--- src/hdl/fse_pkg.sv ---
// ----------------------------------------------------------------------------
// fse_pkg : shared types and constants of the format string expander
// Command and status structs between controller and datapath, ASCII codes.
// ----------------------------------------------------------------------------
`default_nettype none

package fse_pkg;

  localparam int NUM_W      = 32;
  localparam int BYTE_W     = 8;
  localparam int KIND_W     = 2;
  localparam int COUNT_W    = 31;
  localparam int IN_DATA_W  = 40;
  localparam int OUT_DATA_W = 40;

  localparam logic [KIND_W-1:0] KIND_FORMAT = 2'd0;
  localparam logic [KIND_W-1:0] KIND_STRING = 2'd1;
  localparam logic [KIND_W-1:0] KIND_INT    = 2'd2;
  localparam logic [KIND_W-1:0] KIND_END    = 2'd3;

  localparam logic [BYTE_W-1:0] CH_PERCENT = 8'h25;
  localparam logic [BYTE_W-1:0] CH_S       = 8'h73;
  localparam logic [BYTE_W-1:0] CH_D       = 8'h64;
  localparam logic [BYTE_W-1:0] CH_X       = 8'h78;
  localparam logic [BYTE_W-1:0] CH_MINUS   = 8'h2d;
  localparam logic [BYTE_W-1:0] CH_ZERO    = 8'h30;
  localparam logic [BYTE_W-1:0] CH_A       = 8'h61;
  localparam logic [BYTE_W-1:0] CH_NUL     = 8'h00;

  typedef enum logic [1:0] {
    SRC_INPUT,
    SRC_MINUS,
    SRC_DIGIT
  } char_src_t;

  typedef struct packed {
    logic      push_char;
    char_src_t src;
    logic      push_count;
    logic      last;
    logic      load_dec;
    logic      load_hex;
    logic      conv_step;
    logic      digit_shift;
  } fse_cmd_t;

  typedef struct packed {
    logic can_push;
    logic neg;
    logic conv_done;
    logic top_zero;
    logic digit_one;
  } fse_status_t;

  function automatic logic [BYTE_W-1:0] digit_char(input logic [3:0] d);
    if (d < 4'd10) begin
      return CH_ZERO + BYTE_W'(d);
    end else begin
      return CH_A + BYTE_W'(d - 4'd10);
    end
  endfunction

endpackage

`default_nettype wire

--- src/hdl/fse_ctrl.sv ---
// ----------------------------------------------------------------------------
// fse_ctrl : format parsing and sequencing state machine
// Tracks '%' and the pending conversion, steers the number datapath.
// ----------------------------------------------------------------------------
`default_nettype none

module fse_ctrl (
  input  wire                              clk,
  input  wire                              rst_n,
  input  wire                              in_valid,
  input  wire  [fse_pkg::KIND_W-1:0]       kind,
  input  wire  [fse_pkg::BYTE_W-1:0]       char_byte,
  input  fse_pkg::fse_status_t             status,
  output logic                             in_ready,
  output fse_pkg::fse_cmd_t                cmd
);

  typedef enum logic [1:0] {
    ST_IDLE,
    ST_SIGN,
    ST_CONV,
    ST_EMIT
  } state_t;

  typedef enum logic [1:0] {
    PEND_NONE,
    PEND_S,
    PEND_D,
    PEND_X
  } pend_t;

  state_t state_r,   state_nxt;
  pend_t  pending_r, pending_nxt;
  logic   percent_r, percent_nxt;
  logic   started_r, started_nxt;
  logic   accept;

  always_comb begin
    state_nxt   = state_r;
    pending_nxt = pending_r;
    percent_nxt = percent_r;
    started_nxt = started_r;
    cmd         = '0;
    cmd.src     = fse_pkg::SRC_INPUT;
    in_ready    = (state_r == ST_IDLE) && status.can_push;
    accept      = in_valid && in_ready;

    case (state_r)
      ST_IDLE: begin
        if (accept) begin
          case (kind)
            fse_pkg::KIND_FORMAT: begin
              pending_nxt = PEND_NONE;
              if (percent_r) begin
                percent_nxt = 1'b0;
                case (char_byte)
                  fse_pkg::CH_S: pending_nxt = PEND_S;
                  fse_pkg::CH_D: pending_nxt = PEND_D;
                  fse_pkg::CH_X: pending_nxt = PEND_X;
                  default:       pending_nxt = PEND_NONE;
                endcase
              end else if (char_byte == fse_pkg::CH_PERCENT) begin
                percent_nxt = 1'b1;
              end else if (char_byte != fse_pkg::CH_NUL) begin
                cmd.push_char = 1'b1;
                cmd.last      = 1'b1;
              end
            end
            fse_pkg::KIND_STRING: begin
              if (pending_r == PEND_S) begin
                if (char_byte == fse_pkg::CH_NUL) begin
                  pending_nxt = PEND_NONE;
                end else begin
                  cmd.push_char = 1'b1;
                  cmd.last      = 1'b1;
                end
              end
            end
            fse_pkg::KIND_INT: begin
              started_nxt = 1'b0;
              if (pending_r == PEND_D) begin
                pending_nxt  = PEND_NONE;
                cmd.load_dec = 1'b1;
                state_nxt    = ST_SIGN;
              end else if (pending_r == PEND_X) begin
                pending_nxt  = PEND_NONE;
                cmd.load_hex = 1'b1;
                state_nxt    = ST_EMIT;
              end
            end
            fse_pkg::KIND_END: begin
              cmd.push_count = 1'b1;
              cmd.last       = 1'b1;
              percent_nxt    = 1'b0;
              pending_nxt    = PEND_NONE;
            end
            default: begin
              pending_nxt = pending_r;
            end
          endcase
        end
      end
      ST_SIGN: begin
        if (!status.neg) begin
          state_nxt = ST_CONV;
        end else if (status.can_push) begin
          cmd.push_char = 1'b1;
          cmd.src       = fse_pkg::SRC_MINUS;
          state_nxt     = ST_CONV;
        end
      end
      ST_CONV: begin
        if (status.conv_done) begin
          state_nxt = ST_EMIT;
        end else begin
          cmd.conv_step = 1'b1;
        end
      end
      ST_EMIT: begin
        if (!started_r && status.top_zero && !status.digit_one) begin
          cmd.digit_shift = 1'b1;
        end else if (status.can_push) begin
          cmd.push_char   = 1'b1;
          cmd.src         = fse_pkg::SRC_DIGIT;
          cmd.digit_shift = 1'b1;
          cmd.last        = status.digit_one;
          started_nxt     = 1'b1;
          if (status.digit_one) begin
            state_nxt = ST_IDLE;
          end
        end
      end
      default: begin
        state_nxt = ST_IDLE;
      end
    endcase
  end

  always_ff @(posedge clk) begin
    if (!rst_n) begin
      state_r   <= ST_IDLE;
      pending_r <= PEND_NONE;
      percent_r <= 1'b0;
      started_r <= 1'b0;
    end else begin
      state_r   <= state_nxt;
      pending_r <= pending_nxt;
      percent_r <= percent_nxt;
      started_r <= started_nxt;
    end
  end

endmodule

`default_nettype wire

--- src/hdl/fse_dp.sv ---
// ----------------------------------------------------------------------------
// fse_dp : number conversion, character counter and output register
// Shift-add-3 binary to BCD, one bit a cycle; digits leave from the top.
// ----------------------------------------------------------------------------
`default_nettype none

module fse_dp #(
  parameter int NUMBER_BITS = 32
) (
  input  wire                              clk,
  input  wire                              rst_n,
  input  fse_pkg::fse_cmd_t                cmd,
  output fse_pkg::fse_status_t             status,
  input  wire  [fse_pkg::BYTE_W-1:0]       char_byte,
  input  wire  [fse_pkg::NUM_W-1:0]        number,
  input  wire                              out_ready,
  output logic                             out_valid,
  output logic [fse_pkg::BYTE_W-1:0]       out_byte,
  output logic                             out_is_count,
  output logic [fse_pkg::COUNT_W-1:0]      out_count,
  output logic                             out_last
);

  localparam int NB        = NUMBER_BITS;
  // decimal digits of 2**NB - 1; always at least the hex digit count
  localparam int NDIG      = (NB * 1233) / 4096 + 1;
  localparam int DW        = NDIG * 4;
  localparam int BIT_CNT_W = $clog2(NB + 1);
  localparam int DIG_CNT_W = $clog2(NDIG + 1);

  logic [NB-1:0]                 num_nb;
  logic [NB-1:0]                 mag;
  logic [NB-1:0]                 val_r;
  logic [DW-1:0]                 bcd_r;
  logic [DW-1:0]                 bcd_adj;
  logic [3:0]                    dig;
  logic [BIT_CNT_W-1:0]          bit_cnt_r;
  logic [DIG_CNT_W-1:0]          dig_cnt_r;
  logic                          neg_r;
  logic [3:0]                    top_dig;
  logic                          out_valid_r, out_valid_nxt;
  logic [fse_pkg::BYTE_W-1:0]    out_byte_r;
  logic                          out_is_count_r;
  logic [fse_pkg::COUNT_W-1:0]   out_count_r;
  logic                          out_last_r;
  logic [fse_pkg::COUNT_W-1:0]   char_count_r, char_count_nxt;
  logic [fse_pkg::BYTE_W-1:0]    char_sel;

  generate
    if (NB <= fse_pkg::NUM_W) begin : g_trunc
      assign num_nb = number[NB-1:0];
    end else begin : g_ext
      assign num_nb = {{(NB - fse_pkg::NUM_W){1'b0}}, number};
    end
  endgenerate

  assign mag     = num_nb[NB-1] ? (~num_nb + NB'(1)) : num_nb;
  assign top_dig = bcd_r[DW-1 -: 4];

  always_comb begin
    bcd_adj = '0;
    dig     = '0;
    for (int i = 0; i < NDIG; i++) begin
      dig             = bcd_r[i*4 +: 4];
      bcd_adj[i*4 +: 4] = (dig >= 4'd5) ? (dig + 4'd3) : dig;
    end
  end

  always_ff @(posedge clk) begin
    if (cmd.load_dec) begin
      val_r     <= mag;
      neg_r     <= num_nb[NB-1];
      bcd_r     <= '0;
      bit_cnt_r <= BIT_CNT_W'(NB);
      dig_cnt_r <= DIG_CNT_W'(NDIG);
    end else if (cmd.load_hex) begin
      neg_r     <= 1'b0;
      bcd_r     <= DW'(num_nb);
      bit_cnt_r <= '0;
      dig_cnt_r <= DIG_CNT_W'(NDIG);
    end else if (cmd.conv_step) begin
      bcd_r     <= {bcd_adj[DW-2:0], val_r[NB-1]};
      val_r     <= val_r << 1;
      bit_cnt_r <= bit_cnt_r - BIT_CNT_W'(1);
    end else if (cmd.digit_shift) begin
      bcd_r     <= bcd_r << 4;
      dig_cnt_r <= dig_cnt_r - DIG_CNT_W'(1);
    end
  end

  always_comb begin
    case (cmd.src)
      fse_pkg::SRC_INPUT: char_sel = char_byte;
      fse_pkg::SRC_MINUS: char_sel = fse_pkg::CH_MINUS;
      fse_pkg::SRC_DIGIT: char_sel = fse_pkg::digit_char(top_dig);
      default:            char_sel = char_byte;
    endcase
  end

  assign status.can_push  = !out_valid_r || out_ready;
  assign status.neg       = neg_r;
  assign status.conv_done = (bit_cnt_r == '0);
  assign status.top_zero  = (top_dig == 4'd0);
  assign status.digit_one = (dig_cnt_r == DIG_CNT_W'(1));

  always_comb begin
    char_count_nxt = char_count_r;
    if (cmd.push_count) begin
      char_count_nxt = '0;
    end else if (cmd.push_char && !(&char_count_r)) begin
      char_count_nxt = char_count_r + fse_pkg::COUNT_W'(1);
    end
    out_valid_nxt = out_valid_r && !out_ready;
    if (cmd.push_char || cmd.push_count) begin
      out_valid_nxt = 1'b1;
    end
  end

  always_ff @(posedge clk) begin
    if (!rst_n) begin
      out_valid_r  <= 1'b0;
      char_count_r <= '0;
    end else begin
      out_valid_r  <= out_valid_nxt;
      char_count_r <= char_count_nxt;
    end
  end

  always_ff @(posedge clk) begin
    if (cmd.push_count) begin
      out_byte_r     <= '0;
      out_is_count_r <= 1'b1;
      out_count_r    <= char_count_r;
      out_last_r     <= 1'b1;
    end else if (cmd.push_char) begin
      out_byte_r     <= char_sel;
      out_is_count_r <= 1'b0;
      out_count_r    <= '0;
      out_last_r     <= cmd.last;
    end
  end

  assign out_valid    = out_valid_r;
  assign out_byte     = out_byte_r;
  assign out_is_count = out_is_count_r;
  assign out_count    = out_count_r;
  assign out_last     = out_last_r;

endmodule

`default_nettype wire

--- src/hdl/format_string_expander.sv ---
// Format, string and end results reach the output register the cycle after acceptance.
// Format, string and end-of-call transactions: one per cycle while the output drains.
// %x: DIG = floor(NUMBER_BITS*log10(2))+1 digit slots (10 at 32 bits), one a cycle unless stalled.
// %d: optional minus sign, bit-serial BCD conversion of NUMBER_BITS bits, then digits as %x.
// Reset (rst_n low, synchronous): no '%' pending, no conversion, count zero, output empty.
// ----------------------------------------------------------------------------
// format_string_expander : stream formatter with %s, %d and %x conversions
// Copies format bytes, passes string arguments, expands integer arguments
// to ASCII and reports the character count at the end of each call.
// ----------------------------------------------------------------------------
`default_nettype none

module format_string_expander #(
  parameter int NUMBER_BITS = 32   // bits of the integer argument used, 8 to 64
) (
  input  wire                                 clk,
  input  wire                                 rst_n,
  // input channel
  input  wire                                 in_tvalid,
  output logic                                in_tready,
  input  wire  [fse_pkg::IN_DATA_W-1:0]       in_tdata,   // [7:0] char_byte, [39:8] number
  input  wire  [fse_pkg::KIND_W-1:0]          in_tuser,   // [1:0] kind
  // result channel
  output logic                                out_tvalid,
  input  wire                                 out_tready,
  output logic [fse_pkg::OUT_DATA_W-1:0]      out_tdata,  // [7:0] out_byte, [38:8] count, [39] zero
  output logic                                out_tuser,  // [0] is_count
  output logic                                out_tlast   // last result of the transaction
);

  // Field split of the input transaction
  logic [fse_pkg::BYTE_W-1:0]  char_byte;
  logic [fse_pkg::NUM_W-1:0]   number;

  assign char_byte = in_tdata[fse_pkg::BYTE_W-1:0];
  assign number    = in_tdata[fse_pkg::BYTE_W +: fse_pkg::NUM_W];

  fse_pkg::fse_cmd_t      cmd;
  fse_pkg::fse_status_t   status;

  logic [fse_pkg::BYTE_W-1:0]   out_byte;
  logic [fse_pkg::COUNT_W-1:0]  out_count;

  // Controller: parses the format stream and sequences each conversion.
  // It only takes a transaction when the output register can take a result,
  // so the one character a plain byte makes never waits inside the block.
  fse_ctrl u_ctrl (
    .clk       (clk),
    .rst_n     (rst_n),
    .in_valid  (in_tvalid),
    .kind      (in_tuser),
    .char_byte (char_byte),
    .status    (status),
    .in_ready  (in_tready),
    .cmd       (cmd)
  );

  // Datapath: BCD converter, digit shifter, saturating count, output register.
  fse_dp #(
    .NUMBER_BITS (NUMBER_BITS)
  ) u_dp (
    .clk          (clk),
    .rst_n        (rst_n),
    .cmd          (cmd),
    .status       (status),
    .char_byte    (char_byte),
    .number       (number),
    .out_ready    (out_tready),
    .out_valid    (out_tvalid),
    .out_byte     (out_byte),
    .out_is_count (out_tuser),
    .out_count    (out_count),
    .out_last     (out_tlast)
  );

  // Pack the result: byte low, count above it, pad bit on top
  assign out_tdata = {1'b0, out_count, out_byte};

endmodule

`default_nettype wire

--- config.mk ---
export PLATFORM = sky130hd
export DESIGN_NAME = format_string_expander
export DESIGN_NICKNAME = d
export VERILOG_FILES = /design/src/hdl/fse_pkg.sv /design/src/hdl/fse_ctrl.sv /design/src/hdl/fse_dp.sv /design/src/hdl/format_string_expander.sv
export SDC_FILE = /design/constraint.sdc
export NUM_CORES = 1
export LEC_CHECK = 0
export ABC_AREA = 1
export BUFFER_PORTS_ARGS = -buffer_cell sky130_fd_sc_hd__buf_2
export CAP_MARGIN = 5
export CORE_MARGIN = 4
export CORE_UTILIZATION = 55
export DETAILED_ROUTE_END_ITERATION = 16
export HOLD_SLACK_MARGIN = 0.1
export PLACE_DENSITY = 0.74
export SLEW_MARGIN = 20
export SYNTH_ARGS = -nofsm -noshare
export SYNTH_HDL_FRONTEND = slang
export SYNTH_SLANG_ARGS = --single-unit
--- constraint.sdc ---
create_clock -name clk -period 2.85 [get_ports clk]
set_input_delay 0.1425 -clock clk [delete_from_list [all_inputs] [get_ports clk]]
set_output_delay 0.1425 -clock clk [all_outputs]
set_load 0.01 [all_outputs]
**After elaboration in Yosys (flattened, before gate mapping)**

Index checks and enable logic that the tools add are counted.

- Memories: 0
- Output and inout bits: 44
- Word-level logic and storage cells: 194
- Bits in read-only memories: 0
- Input bits: 46
- Register bits: 162
- Latch bits: 0
- RAM bits: 0

- Divide/modulo/power cells: 0
- Bitwise operators: 3
- Reduce and logical (&&, ||, !) cells: 36
- Muxes and demuxes: 82
- $mul: 0
- Order comparisons: 11
- Shift operators: 0
- Add/sub/neg operators: 17
- Equality and inequality tests: 28

Operator list:

| cell | number |
|---|---|
| 32-bit 2-to-1 mux | 5 |
| 40-bit 2-to-1 mux | 2 |
| 31-bit 2-to-1 mux | 2 |
| 4-bit by 3-bit >= comparator with 1-bit output, second input constant | 10 |
| 4-bit 2-to-1 mux | 10 |
| 4-bit by 2-bit adder with 4-bit output, second input constant | 9 |
| 2-bit 2-to-1 mux | 17 |
| 32-bit by 1-bit adder with 32-bit output, second input constant | 1 |
| 32-bit NOT | 1 |
| 31-bit by 1-bit adder with 31-bit output, second input constant | 1 |
| 31-bit AND reduction | 1 |
| 1-bit 2-to-1 mux | 27 |
| 8-bit by 7-bit == test with 1-bit output, second input constant | 3 |
| 2-bit one-hot mux with 4 select lines | 2 |
| 8-bit one-hot mux with 2 select lines | 1 |
| 3-bit 2-to-1 mux | 5 |
| 2-bit == test, second input constant | 7 |
| 2-bit nonzero test | 7 |
| 6-bit 2-to-1 mux | 2 |
| 2-bit by 1-bit inequality test with 1-bit output, second input constant | 6 |
| 5-bit AND reduction | 2 |
| 7-bit by 8-bit adder with 8-bit output, first input constant | 1 |
| 2-bit by 1-bit == test with 1-bit output, second input constant | 4 |
| 8-bit by 6-bit == test with 1-bit output, second input constant | 1 |
| 29 further kinds | 50 |

**Logic depth before layout (Yosys ltp)**

Gate-level depths: netlist of run 1.

- Word-level depth: 9
- Gate-level depth with buffers: 15
- Mapped depth without buffers: 15

**Modules after synthesis**

From an unflattened synthesis of run 1, not the netlist that was laid out.

- Cells, all modules: 1407
- Area, all modules: 10052.1 um^2

Modules (own cells, without submodules):

| module | area an instance (um^2) | instances | seq. area each (um^2) | cells each |
|---|---|---|---|---|
| fse_dp | 9302.7 | 1 | 3763.6 | 1272 |
| fse_ctrl | 738.2 | 1 | 120.1 | 133 |
| format_string_expander | 11.3 | 1 | 0.0 | 2 |

**Worst setup path after synthesis of run 1**

OpenSTA, ideal clock, no wires.

- Path kind: reg-to-reg
- Start point: reg u_ctrl.state_r[0]
- End point: reg u_dp.val_r[0], enable pin
- Required time: 2461 ps
- Arrival: 2276 ps
- Slack: 185 ps
- Setup time: 389 ps
- Stages on the path, launching flop included: 13
- Buffers on the path: 2
- Period minus slack after synthesis: 2665 ps
- Cells stage by stage: dfxtp_1 > inv_1 > ha_1 > inv_2 > nor2_4 > nand2_2 > nor2_4 > nand2_4 > nor2_4 > inv_2 > buf_6 > buf_2 > nand2_1

- Word-level cells in the longest chain between the ends: 7
- Elaborated cells on any way between the ends: 10
- Those cells by class: eq/ne: 2; mux: 3; reduce/logical: 5

Ends and longest elaborated chain:

| item | line | RTL |
|---|---|---|
| start, declared | fse_ctrl.sv:32 | `state_t state_r, state_nxt;` |
| start signal, assigned | fse_ctrl.sv:146 | `state_r <= state_nxt;` |
| 2-bit logical NOT (*) | fse_ctrl.sv:45 | `in_ready = (state_r == ST_IDLE) && status.can_push;` |
| 1-bit logical AND (*) | fse_ctrl.sv:45 |  |
| via in_tready | format_string_expander.sv:20 | `output logic in_tready,` |
| 1-bit logical AND (*) | fse_ctrl.sv:46 | `accept = in_valid && in_ready;` |
| 4-bit 2-to-1 mux (*) | fse_ctrl.sv:50 | `if (accept) begin` |
| 2-bit 2-to-1 mux (*) | fse_ctrl.sv:48 | `case (state_r)` |
| 2-bit by 1-bit inequality test with 1-bit output (no line) or 2-bit nonzero test (tied branches) | -- |  |
| 2-bit AND reduction (no line) (*) | -- |  |
| end signal, assigned | fse_dp.sv:71 | `val_r <= mag;` |
| end signal, assigned | fse_dp.sv:83 | `val_r <= val_r << 1;` |
| end, declared | fse_dp.sv:33 | `logic [NB-1:0] val_r;` |

The timed path passes the listed nets; every way through them passes the cells marked *.
A chain may end at the register's enable or synchronous reset.

**Final worst setup path of run 1**

- Start point: reg u_dp.bcd_r[36]
- End point: reg u_dp.out_count_r, in the netlist u_dp.out_count[21], enable pin

- Word-level cells in the longest chain between the ends: 6

Ends and longest elaborated chain:

| item | line | RTL |
|---|---|---|
| start, declared | fse_dp.sv:34 | `logic [DW-1:0] bcd_r;` |
| start signal, assigned | fse_dp.sv:78 | `bcd_r <= DW'(num_nb);` |
| start signal, assigned | fse_dp.sv:82 | `bcd_r <= {bcd_adj[DW-2:0], val_r[NB-1]};` |
| start signal, assigned | fse_dp.sv:86 | `bcd_r <= bcd_r << 4;` |
| 4-bit logical NOT | fse_dp.sv:103 | `assign status.top_zero = (top_dig == 4'd0);` |
| 1-bit logical AND (2 in series) | fse_ctrl.sv:120 | `if (!started_r && status.top_zero && !status.digit_one) begin` |
| 3-bit 2-to-1 mux | fse_ctrl.sv:120 |  |
| 1-bit one-hot mux with 3 select lines | fse_ctrl.sv:48 |  |
| 2-bit nonzero test (no line) | -- |  |
| end signal, assigned | fse_dp.sv:133 | `out_count_r <= char_count_r;` |
| end, declared | fse_dp.sv:44 | `logic [fse_pkg::COUNT_W-1:0] out_count_r;` |

Every way passes these cells.

==> results.txt, run 1 <==
----------------------------------------------------
[Floorplan]
  Die extent in x ... roughly 150 um
  Area inside the core boundary ... 18270 um2
  Number of placement rows ... 49
  Vertical die dimension ... 145.3 um
  Count of boundary I/O pins ... 90
  Area of the die ... between 20000 and 25000 um2
  Starting density of the core ... 0.5674

[Logic synthesis]
  Seq/Total Area, Yosys ... 0.3747
  Post-synth cell types ... 46
  Number of warnings printed during yosys synthesis ... 0
  Total of flip-flops plus latches after synthesis ... 162
  Net count after synthesis ... roughly 1600
  Async SR Flop Fraction ... 0
  Number of synthesized flops with an enable pin ... 64
  Area contributors post-synth ... sky130_fd_sc_hd__dfxtp_1 19%, sky130_fd_sc_hd__edfxtp_1 19%, sky130_fd_sc_hd__nand2_1 14%, sky130_fd_sc_hd__nor2_1 7.8%, sky130_fd_sc_hd__inv_1 5.9%
  Cell area after synthesis ... around 10000 um2
  Post-synth top flop ... sky130_fd_sc_hd__dfxtp_1
  Post-synth top area cell ... sky130_fd_sc_hd__dfxtp_1
  Most used standard cell by instance count after synthesis ... sky130_fd_sc_hd__nand2_1
  Instance count of the mapped netlist ... about 1500
  List of most frequent post-synthesis cells ... 390 x sky130_fd_sc_hd__nand2_1, 216 x sky130_fd_sc_hd__nor2_1, 163 x sky130_fd_sc_hd__inv_1
  Mean cell area of the mapped netlist ... 6.929 um2
  Area share of the leading cell type in the synthesized netlist ... 0.1893

[Pwr]
  Final total power ... 7.930 mW
  Static Leak ... 4.923 nW
  Maximum resistive drop on vdd ... about 560 uV
  Power density cells ... between 600 and 700 nW/um2

[Finish]
  Final #Nets ... around 1700
  Area delta synth->final ... 12.28%
  Post-Layout Inst Area ... roughly 12000 um2
  Combined area of the multi-input logic cells ... approximately 5500 um2
  Layout Utilization ... 0.6370
  Number of cells in the finished layout apart from fillers ... 1819
  Fraction of final layout cells sized beyond drive strength 1 ... 0.1164
  Sequential cell area ... 3884 um2
  Filler cells ... 1651
  Final antenna diode count ... 0

[CTS]
  Clock transition at the registers of the reported paths ... approximately 0.070 ns
  Root buffer cell ... sky130_fd_sc_hd__clkbuf_16
  Clock Tree Buf Depth ... 2
  Number of buffers created by CTS ... 17
  TritonCTS sink count ... roughly 160
  H-tree depth ... 4
  Clock network latency to the later pin of the worst-skew pair ... approximately 0.44 ns
  Setup bufs post-CTS ... 0
  CTS tree ... yes

[Timing]
  Worst Max-Slew Pin Slew ... around 0.62 ns
  Number of setup violations in the final report ... 0
  Unrepaired setup endpoints after global routing ... no
  Final Skew ... approximately 0.011 ns
  Total Neg Setup Slack ... 0 ns
  Final WS setup ... a little under 0.4 ns
  Maximum clock rate ... approximately 410 MHz
  Final cycle utilization of the critical path ... 0.8626
  Worst rel slew slack ... 0.5830
  Final Max Slew Viols ... 0
  Period minus WS final ... approximately 2.5 ns
  Number of hold-slack violations in the final timing report ... 0
  Post-Route Hold Slack ... about 0.11 ns

[GRT]
  Initial antenna violation count ... 0
  Global route overflow ... 0
  Global-route wire length before repair ... about 43 mm
  Maximum number of pins on one net before global-route repair ... a little over 40
  Global-route usage over all layers ... 0.2404
  Vias in the first global route ... 9000

[Detailed routing]
  Number of DRC markers in iteration 0 ... around 900
  DRC Markers ... 0
  Total via count in the routed design ... between 9000 and 10000
  TritonRoute pass-1 iters ... 7
  Number of vias per cell after detailed routing ... between 5 and 6
  Detailed-route wire length ... around 26 mm
  Average wire per cell in the routed design ... around 14 um
  Remaining antenna violation count ... 0

[Place]
  Final weighted congestion of routability-driven global placement ... approximately 0.97
  I/O Buffers ... 88
  Cell Area, Placed ... 10950 um2
  Total half-perimeter wirelength after legalization and detailed placement ... about 19 mm
  Total placed cells including tap cells ... between 1500 and 2000
  Post-placement setup slack ... approximately 0.39 ns

[Critical path]
  Crit end category ... register
  Highest fanout seen on the critical path ... 31
  Nature of the critical path startpoint ... register
  Required @ worst endpoint ... roughly 3.0 ns
  Type of the worst setup path ... register to register
  Arrival time of the worst setup path ... ~2.6 ns

[Outcome]
  Run status ... finished clean

[Hold path]
  Path type of the worst min-delay path ... input port to register

[Run]
  Maximum Capacitance Violations ... 0

----------------------------------------------------
area by class of cell:
class	count	share of cell area
Inverter	174	0.05633
Tap cell	229	0.02462
Clock buffer	18	0.03687
Clock inverter	14	0.01226
Multi-Input combinational cell	1106	0.4756
Sequential cell	162	0.3337
Timing Repair Buffer	116	0.06063
critical path, stage by stage, from the launching register on:
cell                       delay [ns]
sky130_fd_sc_hd__dfxtp_1         0.41
sky130_fd_sc_hd__inv_1           0.12
sky130_fd_sc_hd__ha_1            0.22
sky130_fd_sc_hd__nand3b_2        0.10
sky130_fd_sc_hd__nor2_2          0.04
sky130_fd_sc_hd__nor2_1          0.21
sky130_fd_sc_hd__nor2_2          0.09
sky130_fd_sc_hd__nand2_4         0.23
sky130_fd_sc_hd__nand2_2         0.22
sky130_fd_sc_hd__nand2_2         0.11
sky130_fd_sc_hd__buf_4           0.35
worst paths after layout:
check,from,endpoint,slack [ns],cells past startpoint
worst max-delay path,u_dp.bcd_r[36],u_dp.out_count[21],0.39,10
worst min register to register,u_dp.bit_cnt_r[0],u_dp.bit_cnt_r[0],0.45,1
worst max register to register,u_dp.bcd_r[36],u_dp.out_count[21],0.39,10
worst min-delay path,in_tdata[10],u_dp.val_r[2],0.11,3
registers in the layout (all words and copies together) (netlist names):
signal             cells
u_ctrl.pending_r       2
u_ctrl.percent_r       1
u_ctrl.started_r       1
u_ctrl.state_r         2
u_dp.bcd_r            40
u_dp.bit_cnt_r         6
u_dp.char_count_r     31
u_dp.dig_cnt_r         4
u_dp.neg_r             1
u_dp.out_byte          8
u_dp.out_count        31
u_dp.out_is_count      1
u_dp.out_last          1
u_dp.out_valid         1
u_dp.val_r            32
cell usage in the layout, fill, tap and decap left out, types with 3 or more instances in the layout:
master / synthesis / final
sky130_fd_sc_hd__a21oi_1: 77 / 77
sky130_fd_sc_hd__a31oi_1: 13 / 13
sky130_fd_sc_hd__buf_2: 14 / 88
sky130_fd_sc_hd__buf_4: 9 / 14
sky130_fd_sc_hd__clkbuf_16: 0 / 17
sky130_fd_sc_hd__dfxtp_1: 98 / 98
sky130_fd_sc_hd__dlygate4sd3_1: 0 / 12
sky130_fd_sc_hd__edfxtp_1: 64 / 64
sky130_fd_sc_hd__ha_1: 41 / 41
sky130_fd_sc_hd__inv_1: 163 / 163
sky130_fd_sc_hd__inv_2: 9 / 9
sky130_fd_sc_hd__inv_6: 0 / 6
sky130_fd_sc_hd__nand2_1: 390 / 390
sky130_fd_sc_hd__nand2_2: 8 / 8
sky130_fd_sc_hd__nand2_4: 3 / 3
sky130_fd_sc_hd__nand3_1: 90 / 90
sky130_fd_sc_hd__nand4_1: 43 / 43
sky130_fd_sc_hd__nor2_1: 216 / 216
sky130_fd_sc_hd__nor2_2: 5 / 5
sky130_fd_sc_hd__nor2_4: 5 / 5
sky130_fd_sc_hd__nor3_1: 13 / 13
sky130_fd_sc_hd__o211ai_1: 18 / 18
sky130_fd_sc_hd__o21ai_0: 89 / 89
sky130_fd_sc_hd__o21ai_1: 20 / 20
sky130_fd_sc_hd__o21ai_2: 7 / 7
sky130_fd_sc_hd__or2_2: 7 / 7
sky130_fd_sc_hd__xnor2_1: 3 / 3
sky130_fd_sc_hd__xor2_1: 40 / 40
timing repair:
item / CTS / global route
resized for setup: 0 / 0
setup endpoints to repair: 0 / 0
hold buffers: 12 / 0
endpoints found under the hold margin: 18 / 0
routing by layer:
layer	share of wire	global-route usage	wire (um)
met1	0.46	0.3317	11970
met2	0.46	0.3875	11940
met3	0.051	0.03804	1327
met4	0.021	0.08072	553
met5	0	0	0
logic make-up (layout without fill, tap and decap cells):
family | after synthesis | in the layout | share of synthesized area
adder cells (fa/ha/maj) | 41 | 41 | 0.04949
flip-flops | 162 | 162 | 0.3747
buffers and inverters | 228 | 322 | 0.09137
other | 1 | 1 | 0.0003618
AND/OR/NAND/NOR | 788 | 788 | 0.3241
XOR/XNOR | 43 | 43 | 0.03633
AO/OA/AOI/OAI | 233 | 233 | 0.1237
where the power goes:
part	switching, mW	total (mW)	internal (mW)	leakage [nW]
logic	1.49	2.43	0.940	3.24
registers	0.375	3.24	2.86	1.41
clock network	1.03	2.26	1.23	0.277
Note: power is estimated with default switching activity, not from simulation.
==> run 2, diff against run 1 <==
--- a/config.mk
+++ b/config.mk
@@ -12,7 +12,7 @@
 export CORE_UTILIZATION = 55
 export DETAILED_ROUTE_END_ITERATION = 16
 export HOLD_SLACK_MARGIN = 0.1
-export PLACE_DENSITY = 0.74
+export PLACE_DENSITY = 0.77
 export SLEW_MARGIN = 20
 export SYNTH_ARGS = -nofsm -noshare
 export SYNTH_HDL_FRONTEND = slang
==> constraint.sdc (replaced) <==
create_clock -name clk -period 2.09 [get_ports clk]
set_input_delay 0.1045 -clock clk [delete_from_list [all_inputs] [get_ports clk]]
set_output_delay 0.1045 -clock clk [all_outputs]
set_load 0.01 [all_outputs]
==> results.txt, run 2 (synthesis results as in run 1) <==
----------------------------------------------------
[Pwr]
  Static Leak ... 5.130 nW (+4.2%)
  Power density cells ... 900.2 nW/um2 (+32%)
  NetSw ... 4.072 mW (+41%)
  Pint ... 6.872 mW (+37%)
  Proportion of power drawn by combinational gates ... 0.317 (+0.011)
  Clock network fraction of total power ... 0.282 (-0.003)
  Switch share ... 0.3720 (+0.006769)
  Relative contribution of sequential cells to total power ... 0.401 (-0.007)
  Maximum resistive drop on vdd ... 701.8 uV (+25%)

[Run]
  Maximum Capacitance Violations ... 0 (unchanged)

[Finish]
  Most common library cell in the layout ignoring fill and taps ... sky130_fd_sc_hd__nand2_1
  Sequential cell area ... 3889 um2 (+0.13%)
  Final #Nets ... 1705 (+2.5%)
  Registers with the highest flip-flop counts ... u_dp.bcd_r: 40 flops, u_dp.val_r: 32 flops
  Layout Utilization ... 0.6655 (+0.02842)
  Combined area of the multi-input logic cells ... 5639 um2 (+1.9%)
  Most frequent cells in the layout ... 386 x sky130_fd_sc_hd__nand2_1, 210 x sky130_fd_sc_hd__nor2_1, 159 x sky130_fd_sc_hd__inv_1
  Fraction of final layout cells sized beyond drive strength 1 ... 0.1435 (+0.02712)
  Final antenna diode count ... 0 (unchanged)
  Number of flip-flops under the largest register name ... 40 (unchanged)
  Area delta synth->final ... 17.28%
  Biggest register ... u_dp.bcd_r
  Filler cells ... 1561 (-5.5%)

[CTS]
  Root buffer cell ... sky130_fd_sc_hd__clkbuf_16
  H-tree depth ... 4 (unchanged)
  CTS tree ... yes
  Number of buffers created by CTS ... 17 (unchanged)
  Clock transition at the registers of the reported paths ... 0.07 ns (about the same)
  Clock network latency to the later pin of the worst-skew pair ... 0.44 ns (about the same)
  TritonCTS sink count ... 162 (unchanged)
  Clock Tree Buf Depth ... 2 (unchanged)

[Critical path]
  Register-to-register setup slack ... 0.13 ns (-0.26 ns)
  Nature of the critical path startpoint ... input port
  Worst path bufs/invs ... 3 (+1)
  Depth of the worst register-to-register path ... 12 (+2)
  Highest fanout seen on the critical path ... 4 (-87%)
  Peak per-stage delay on the critical path ... 0.53 ns (+0.12 ns)
  Type of the worst setup path ... input port to register
  Slowest CP cell ... sky130_fd_sc_hd__dlygate4sd3_1
  Required @ worst endpoint ... 2.28 ns (-0.67 ns)
  Arrival time of the worst setup path ... 2.15 ns (-0.40 ns)
  Crit-path cells ... dlygate4sd3_1 -> buf_2 -> inv_1 -> ha_2 -> nand3_1 -> nor2_2 -> nand2_2 -> o21ai_4 -> nand2_1 -> or2_2 -> nand3_1 -> nand2_1
  CP delay by family, top ... simple AND/OR/NAND/NOR gates
  Crit end category ... register
  Worst path depth ... 12 (+2)

[Detailed routing]
  Number of DRC markers in iteration 0 ... 716 (-19%)
  DRC Markers ... 0 (unchanged)
  Average wire per cell in the routed design ... 14.40 um (+1.6%)
  Detailed-route wire length ... 26.78 mm (+3.9%)
  Number of vias per cell after detailed routing ... 5.499 (+0.76%)
  Total via count in the routed design ... 10230 (+3.0%)
  TritonRoute pass-1 iters ... 7 (unchanged)
  Remaining antenna violation count ... 0 (unchanged)

[GRT]
  GR Util met2 ... 0.4174 (+0.02991)
  Met1 Usage GRT ... 0.3344 (+0.002701)
  Global route overflow ... 0 (unchanged)
  Global-route wire length before repair ... 45.15 mm (+4.4%)
  Maximum number of pins on one net before global-route repair ... 37 (-9.8%)
  Vias in the first global route ... 9555 (+6.2%)
  GR Util met3 ... 0.04771 (+0.009666)
  Initial antenna violation count ... 0 (unchanged)
  GRT busiest layer ... met2
  Global-route usage over all layers ... 0.2511 (+0.01068)

[Timing]
  Final Max Slew Viols ... 0 (unchanged)
  Maximum clock rate ... around 510 MHz
  Number of hold-slack violations in the final timing report ... 0 (unchanged)
  Number of setup violations in the final report ... 0 (unchanged)
  Final Skew ... 0.01133 ns (+0.0006568 ns)
  Total Neg Setup Slack ... 0 ns (unchanged)
  Period minus WS final ... just under 2 ns
  Final cycle utilization of the critical path ... 0.9362
  Final WS setup ... 0.1334 ns (-0.2583 ns)

[Floorplan]
  Count of boundary I/O pins ... 90 (unchanged)
  Starting density of the core ... 0.5674 (unchanged)
  Area of the die ... 21110 um2 (unchanged)
  Area inside the core boundary ... 18270 um2 (unchanged)
  Vertical die dimension ... 145.3 um (unchanged)
  Number of placement rows ... 49 (unchanged)
  Die extent in x ... 145.3 um (unchanged)

[Place]
  Total half-perimeter wirelength after legalization and detailed placement ... 19.07 mm (+2.5%)
  I/O Buffers ... 88 (unchanged)
  Post-placement setup slack ... -0.03032 ns (-0.4174 ns)
  Final weighted congestion of routability-driven global placement ... 0.9720 (+0.73%)

[Hold path]
  Worst hold path cell count ... 5 (+2)
  Path type of the worst min-delay path ... input port to register

[Outcome]
  Run status ... finished clean

----------------------------------------------------
==> run 2: cell types whose count changed in the layout (fill, tap and decap cells not counted), sizes merged <==
cell         previous run  this run
dlygate4sd3            12        27
inv                   181       180
bufinv                  1         0
clkinv                  4         6
buf                   104       130
clkbuf                 18        17
clkinvlp                2         3
==> run 2: layout make-up <==
class / count / share of cell area
multi-input combinational: 1106 / 0.4638
tap: 229 / 0.02357
clock inverter: 15 / 0.01379
timing repair buffer: 157 / 0.08984
inverter: 174 / 0.05413
clock buffer: 17 / 0.03499
sequential: 162 / 0.3199
==> run 2: metal layers <==
layer	wire length, um	part of all wire
met5	0	0
met2	12580	0.47
met4	518	0.019
met3	1961	0.073
met1	11720	0.44
==> run 2: repair_timing <==
action                                  4_1_cts  5_1_grt
resized for setup                             3       27
endpoints found under the hold margin        36        0
endpoints found under the setup margin        6       89
setup buffers                                 0        2
hold buffers                                 27        0
pin swaps                                     0        6
==> run 2: path summary, 6_finish.rpt <==
kind,to,from
max reg2reg,u_dp.val_r[26],u_ctrl.state_r[0]
min reg2reg,u_dp.out_is_count,u_dp.out_is_count
max,u_dp.val_r[18],in_tdata[9]
min,u_dp.bcd_r[23],in_tdata[31]
==> run 2: metrics by stage <==
step | area [um2] | std cells | hold slack [ns] | power, mW
3_3_place_gp | 11190 | 1799 | 0.4293 | 7.664
2_1_floorplan | 10390 | 1496 | 0.2136 | 6.901
6_report | 12160 | 1860 | 0.1203 | 10.94
3_5_place_dp | 11190 | 1799 | 0.4067 | 7.795
4_1_cts | 12050 | 1858 | 0.1024 | 10.95
5_1_grt | 12160 | 1860 | 0.1311 | 11.73
==> run 2: power by group through the flow <==
stage	clock (mW)	combinational (mW)	sequential, mW
6_report	3.09	3.47	4.39
4_1_cts	3.14	3.44	4.37
3_3_place_gp	0	3.25	4.41
3_5_place_dp	0	3.36	4.44
2_1_floorplan	0	2.51	4.39
5_1_grt	3.24	4.03	4.47
==> run 2: worst min-delay path, cell delays in order <==
cell                      delay (ns)
sky130_fd_sc_hd__buf_2          0.11
sky130_fd_sc_hd__inv_1          0.08
sky130_fd_sc_hd__nand2_1        0.07
sky130_fd_sc_hd__a21oi_1        0.07
sky130_fd_sc_hd__nor2_1         0.08
==> run 3, diff against run 2 <==
--- a/config.mk
+++ b/config.mk
@@ -12,8 +12,9 @@
 export CORE_UTILIZATION = 55
 export DETAILED_ROUTE_END_ITERATION = 16
 export HOLD_SLACK_MARGIN = 0.1
-export PLACE_DENSITY = 0.77
+export PLACE_DENSITY = 0.78
 export SLEW_MARGIN = 20
 export SYNTH_ARGS = -nofsm -noshare
 export SYNTH_HDL_FRONTEND = slang
+export SYNTH_HIERARCHICAL = 1
 export SYNTH_SLANG_ARGS = --single-unit
==> results.txt, run 3 <==
----------------------------------------------------
[Critical path]
  Critical Path Most Common Cell ... sky130_fd_sc_hd__inv_1
  CP delay by family, top ... buffers and inverters
  Crit-path cells ... inv_1 -> ha_1 -> nand2_1 -> nor3_2 -> buf_4 -> nor2_4 -> nor2_2 -> inv_1 -> nor2_2 -> inv_1 -> buf_4 -> o21ai_0 -> a31oi_1
  Required @ worst endpoint ... 2.39 ns (+0.11 ns)
  Nature of the critical path startpoint ... register
  Arrival time of the worst setup path ... 2.29 ns (+0.14 ns)
  Highest fanout seen on the critical path ... 12 (+8)
  Slowest CP cell ... sky130_fd_sc_hd__dfxtp_1
  Crit end category ... register
  Register-to-register setup slack ... 0.10 ns (-0.03 ns)
  Type of the worst setup path ... register to register
  Peak per-stage delay on the critical path ... 0.32 ns (-0.21 ns)
  Worst path bufs/invs ... 5 (+2)

[Pwr]
  Maximum resistive drop on vdd ... 734.7 uV (+4.7%)
  Switch share ... 0.3519 (-0.02014)
  Pint ... 6.943 mW (+1.0%)
  Relative contribution of sequential cells to total power ... 0.419 (+0.018)
  Power density cells ... 883.3 nW/um2 (-1.9%)
  NetSw ... 3.770 mW (-7.4%)
  Clock network fraction of total power ... 0.286 (+0.004)
  Static Leak ... 5.419 nW (+5.6%)
  Proportion of power drawn by combinational gates ... 0.296 (-0.021)

[Finish]
  Area delta synth->final ... 20.66%
  Most common library cell in the layout ignoring fill and taps ... sky130_fd_sc_hd__nand2_1
  Final #Nets ... 1642 (-3.7%)
  Biggest register ... u_dp/bcd_r
  Number of flip-flops under the largest register name ... 40 (unchanged)
  Final antenna diode count ... 0 (unchanged)
  Filler cells ... 1506 (-3.5%)
  Registers with the highest flip-flop counts ... u_dp/bcd_r: 40 flops, u_dp/val_r: 32 flops
  Most frequent cells in the layout ... 389 x sky130_fd_sc_hd__nand2_1, 160 x sky130_fd_sc_hd__inv_1, 134 x sky130_fd_sc_hd__nor2_1
  Fraction of final layout cells sized beyond drive strength 1 ... 0.1804 (+0.03690)

[Logic synthesis]
  Area contributors post-synth ... sky130_fd_sc_hd__dfxtp_1 20%, sky130_fd_sc_hd__edfxtp_1 19%, sky130_fd_sc_hd__nand2_1 15%, sky130_fd_sc_hd__inv_1 6.2%, sky130_fd_sc_hd__nor2_1 5.4%
  Seq/Total Area, Yosys ... 0.3864 (+0.01170)
  Net count after synthesis ... 1493 (-5.7%)
  Area share of the leading cell type in the synthesized netlist ... 0.1952 (+0.005913)
  Cell area after synthesis ... 10050 um2 (-3.0%)
  Number of synthesized flops with an enable pin ... 64 (unchanged)
  List of most frequent post-synthesis cells ... 391 x sky130_fd_sc_hd__nand2_1, 165 x sky130_fd_sc_hd__inv_1, 145 x sky130_fd_sc_hd__nor2_1
  Mean cell area of the mapped netlist ... 7.144 um2 (+3.1%)
  Instance count of the mapped netlist ... 1407 (-5.9%)
  Post-synth top flop ... sky130_fd_sc_hd__dfxtp_1
  Most used standard cell by instance count after synthesis ... sky130_fd_sc_hd__nand2_1
  Total of flip-flops plus latches after synthesis ... 162 (unchanged)
  Post-synth top area cell ... sky130_fd_sc_hd__dfxtp_1
  Number of warnings printed during yosys synthesis ... 6 (+6)
  Async SR Flop Fraction ... 0 (unchanged)
  Post-synth cell types ... 44 (-4.3%)

[GRT]
  Global route overflow ... 0 (unchanged)
  Global-route wire length before repair ... 43.21 mm (-4.3%)
  Maximum number of pins on one net before global-route repair ... 38 (+2.7%)
  Global-route usage over all layers ... 0.2586 (+0.007515)
  Initial antenna violation count ... 0 (unchanged)
  Vias in the first global route ... 9193 (-3.8%)

[Floorplan]
  Area of the die ... 20500 um2 (-2.9%)
  Die extent in x ... 143.2 um (-1.4%)
  Vertical die dimension ... 143.2 um (-1.4%)
  Area inside the core boundary ... 17960 um2 (-1.7%)
  Count of boundary I/O pins ... 90 (unchanged)
  Starting density of the core ... 0.5596 (-0.007800)
  Number of placement rows ... 49 (unchanged)

[Run]
  Maximum Capacitance Violations ... 0 (unchanged)

[Timing]
  Final WS setup ... 0.1040 ns (-0.02935 ns)
  Number of setup violations in the final report ... 0 (unchanged)
  Maximum clock rate ... 503.5 MHz (-1.5%)
  Unrepaired setup endpoints after global routing ... yes
  Final cycle utilization of the critical path ... 0.9502 (+0.01404)
  Number of hold-slack violations in the final timing report ... 0 (unchanged)
  Final Skew ... 0.008318 ns (-0.003009 ns)
  Final Max Slew Viols ... 0 (unchanged)
  Period minus WS final ... 1.986 ns (+0.02935 ns)
  Post-Route Hold Slack ... 0.1035 ns (-0.01680 ns)

[CTS]
  TritonCTS sink count ... 162 (unchanged)
  Clock network latency to the later pin of the worst-skew pair ... 0.43 ns (about the same)
  Clock Tree Buf Depth ... 2 (unchanged)
  CTS tree ... yes
  H-tree depth ... 4 (unchanged)
  Number of buffers created by CTS ... 17 (unchanged)
  Root buffer cell ... sky130_fd_sc_hd__clkbuf_16
  Clock transition at the registers of the reported paths ... 0.07 ns (about the same)

[Place]
  I/O Buffers ... 88 (unchanged)
  Total half-perimeter wirelength after legalization and detailed placement ... 18.77 mm (-1.6%)
  Post-placement setup slack ... -0.03612 ns (-0.005803 ns)
  Final weighted congestion of routability-driven global placement ... 0.9727 (about the same)

[Detailed routing]
  TritonRoute pass-1 iters ... 6 (-1)
  Number of vias per cell after detailed routing ... 5.473 (-0.47%)
  Number of DRC markers in iteration 0 ... 841 (+17%)
  Total via count in the routed design ... 9841 (-3.8%)
  Detailed-route wire length ... 26.80 mm (about the same)
  Remaining antenna violation count ... 0 (unchanged)
  DRC Markers ... 0 (unchanged)
  Average wire per cell in the routed design ... 14.91 um (+3.5%)

[Hold path]
  Path type of the worst min-delay path ... input port to register

[Outcome]
  Run status ... finished clean

----------------------------------------------------
[run 3: cell type report]
type / instances / area, um2 / area share
Multi-Input combinational cell: 1021 / 5396 / 0.4449
Sequential cell: 162 / 3885 / 0.3203
Timing Repair Buffer: 179 / 1321 / 0.1089
Inverter: 175 / 669.4 / 0.05519
Clock buffer: 19 / 432.9 / 0.03569
Tap cell: 229 / 286.5 / 0.02362
Clock inverter: 13 / 137.6 / 0.01135
[run 3: routing by layer]
layer,up-vias,track usage,share of wire
met5,-,0,0
met2,351,0.4407,0.49
met3,71,0.04622,0.059
li1,4885,-,-
met1,4534,0.3239,0.42
met4,0,0.1066,0.028
[run 3: metrics by stage]
step | utilization | area (um2) | power, mW | cells | setup TNS (ns)
finish | 0.6752 | 12130 | 10.71 | 1798 | 0
global route | 0.6752 | 12130 | 11.46 | 1798 | -1.781
CTS | 0.6641 | 11930 | 10.62 | 1794 | 0
detailed placement | 0.6151 | 11050 | 7.506 | 1731 | -0.05533
global placement | 0.6151 | 11050 | 7.382 | 1731 | 0
floorplan | - | 10110 | 6.565 | 1407 | 0
[run 3: cell families after synthesis]
| group | count (synthesis) | synth area share |
|---|---|---|
| AOI/OAI and AO/OA | 266 | 0.1532 |
| other | 1 | 0.0003731 |
| and+or+nand+nor | 674 | 0.2834 |
| adders and majority gates | 40 | 0.04979 |
| xor gates and xnor gates | 40 | 0.03485 |
| DFF | 162 | 0.3864 |
| buffers and inverters | 224 | 0.09198 |
[run 3: power groups by stage]
stage / registers (mW) / logic (mW) / clock network [mW]
3_3_place_gp: 4.49 / 2.89 / 0
5_1_grt: 4.57 / 3.65 / 3.24
6_report: 4.49 / 3.17 / 3.06
3_5_place_dp: 4.51 / 3.00 / 0
2_1_floorplan: 4.42 / 2.14 / 0
4_1_cts: 4.45 / 3.07 / 3.10
[run 3: worst reg2reg max path: cells and delay by family (launching register included)]
kind	cells	cell delay, ns
AO/OA/AOI/OAI	2	0.22
flip-flops	1	0.32
AND/OR/NAND/NOR	5	0.56
adder cells (fa/ha/maj)	1	0.16
buffers and inverters	5	0.61
[run 3: timing repair]
action,in CTS,in global routing
pin swaps,0,5
hold buffers,29,0
gates resized for setup,2,56
endpoints found under the hold margin,40,0
cloned,0,3
setup endpoints to repair,14,153
buffers inserted,2,1
[run 3: worst paths after layout]
path,depth (start not counted),end,startpoint
min,3,u_dp/bcd_r[18],in_tdata[26]
max reg2reg,13,u_dp/bcd_r[30],u_dp/bit_cnt_r[0]
max,13,u_dp/bcd_r[30],u_dp/bit_cnt_r[0]
min reg2reg,2,u_dp/out_is_count,u_dp/out_is_count
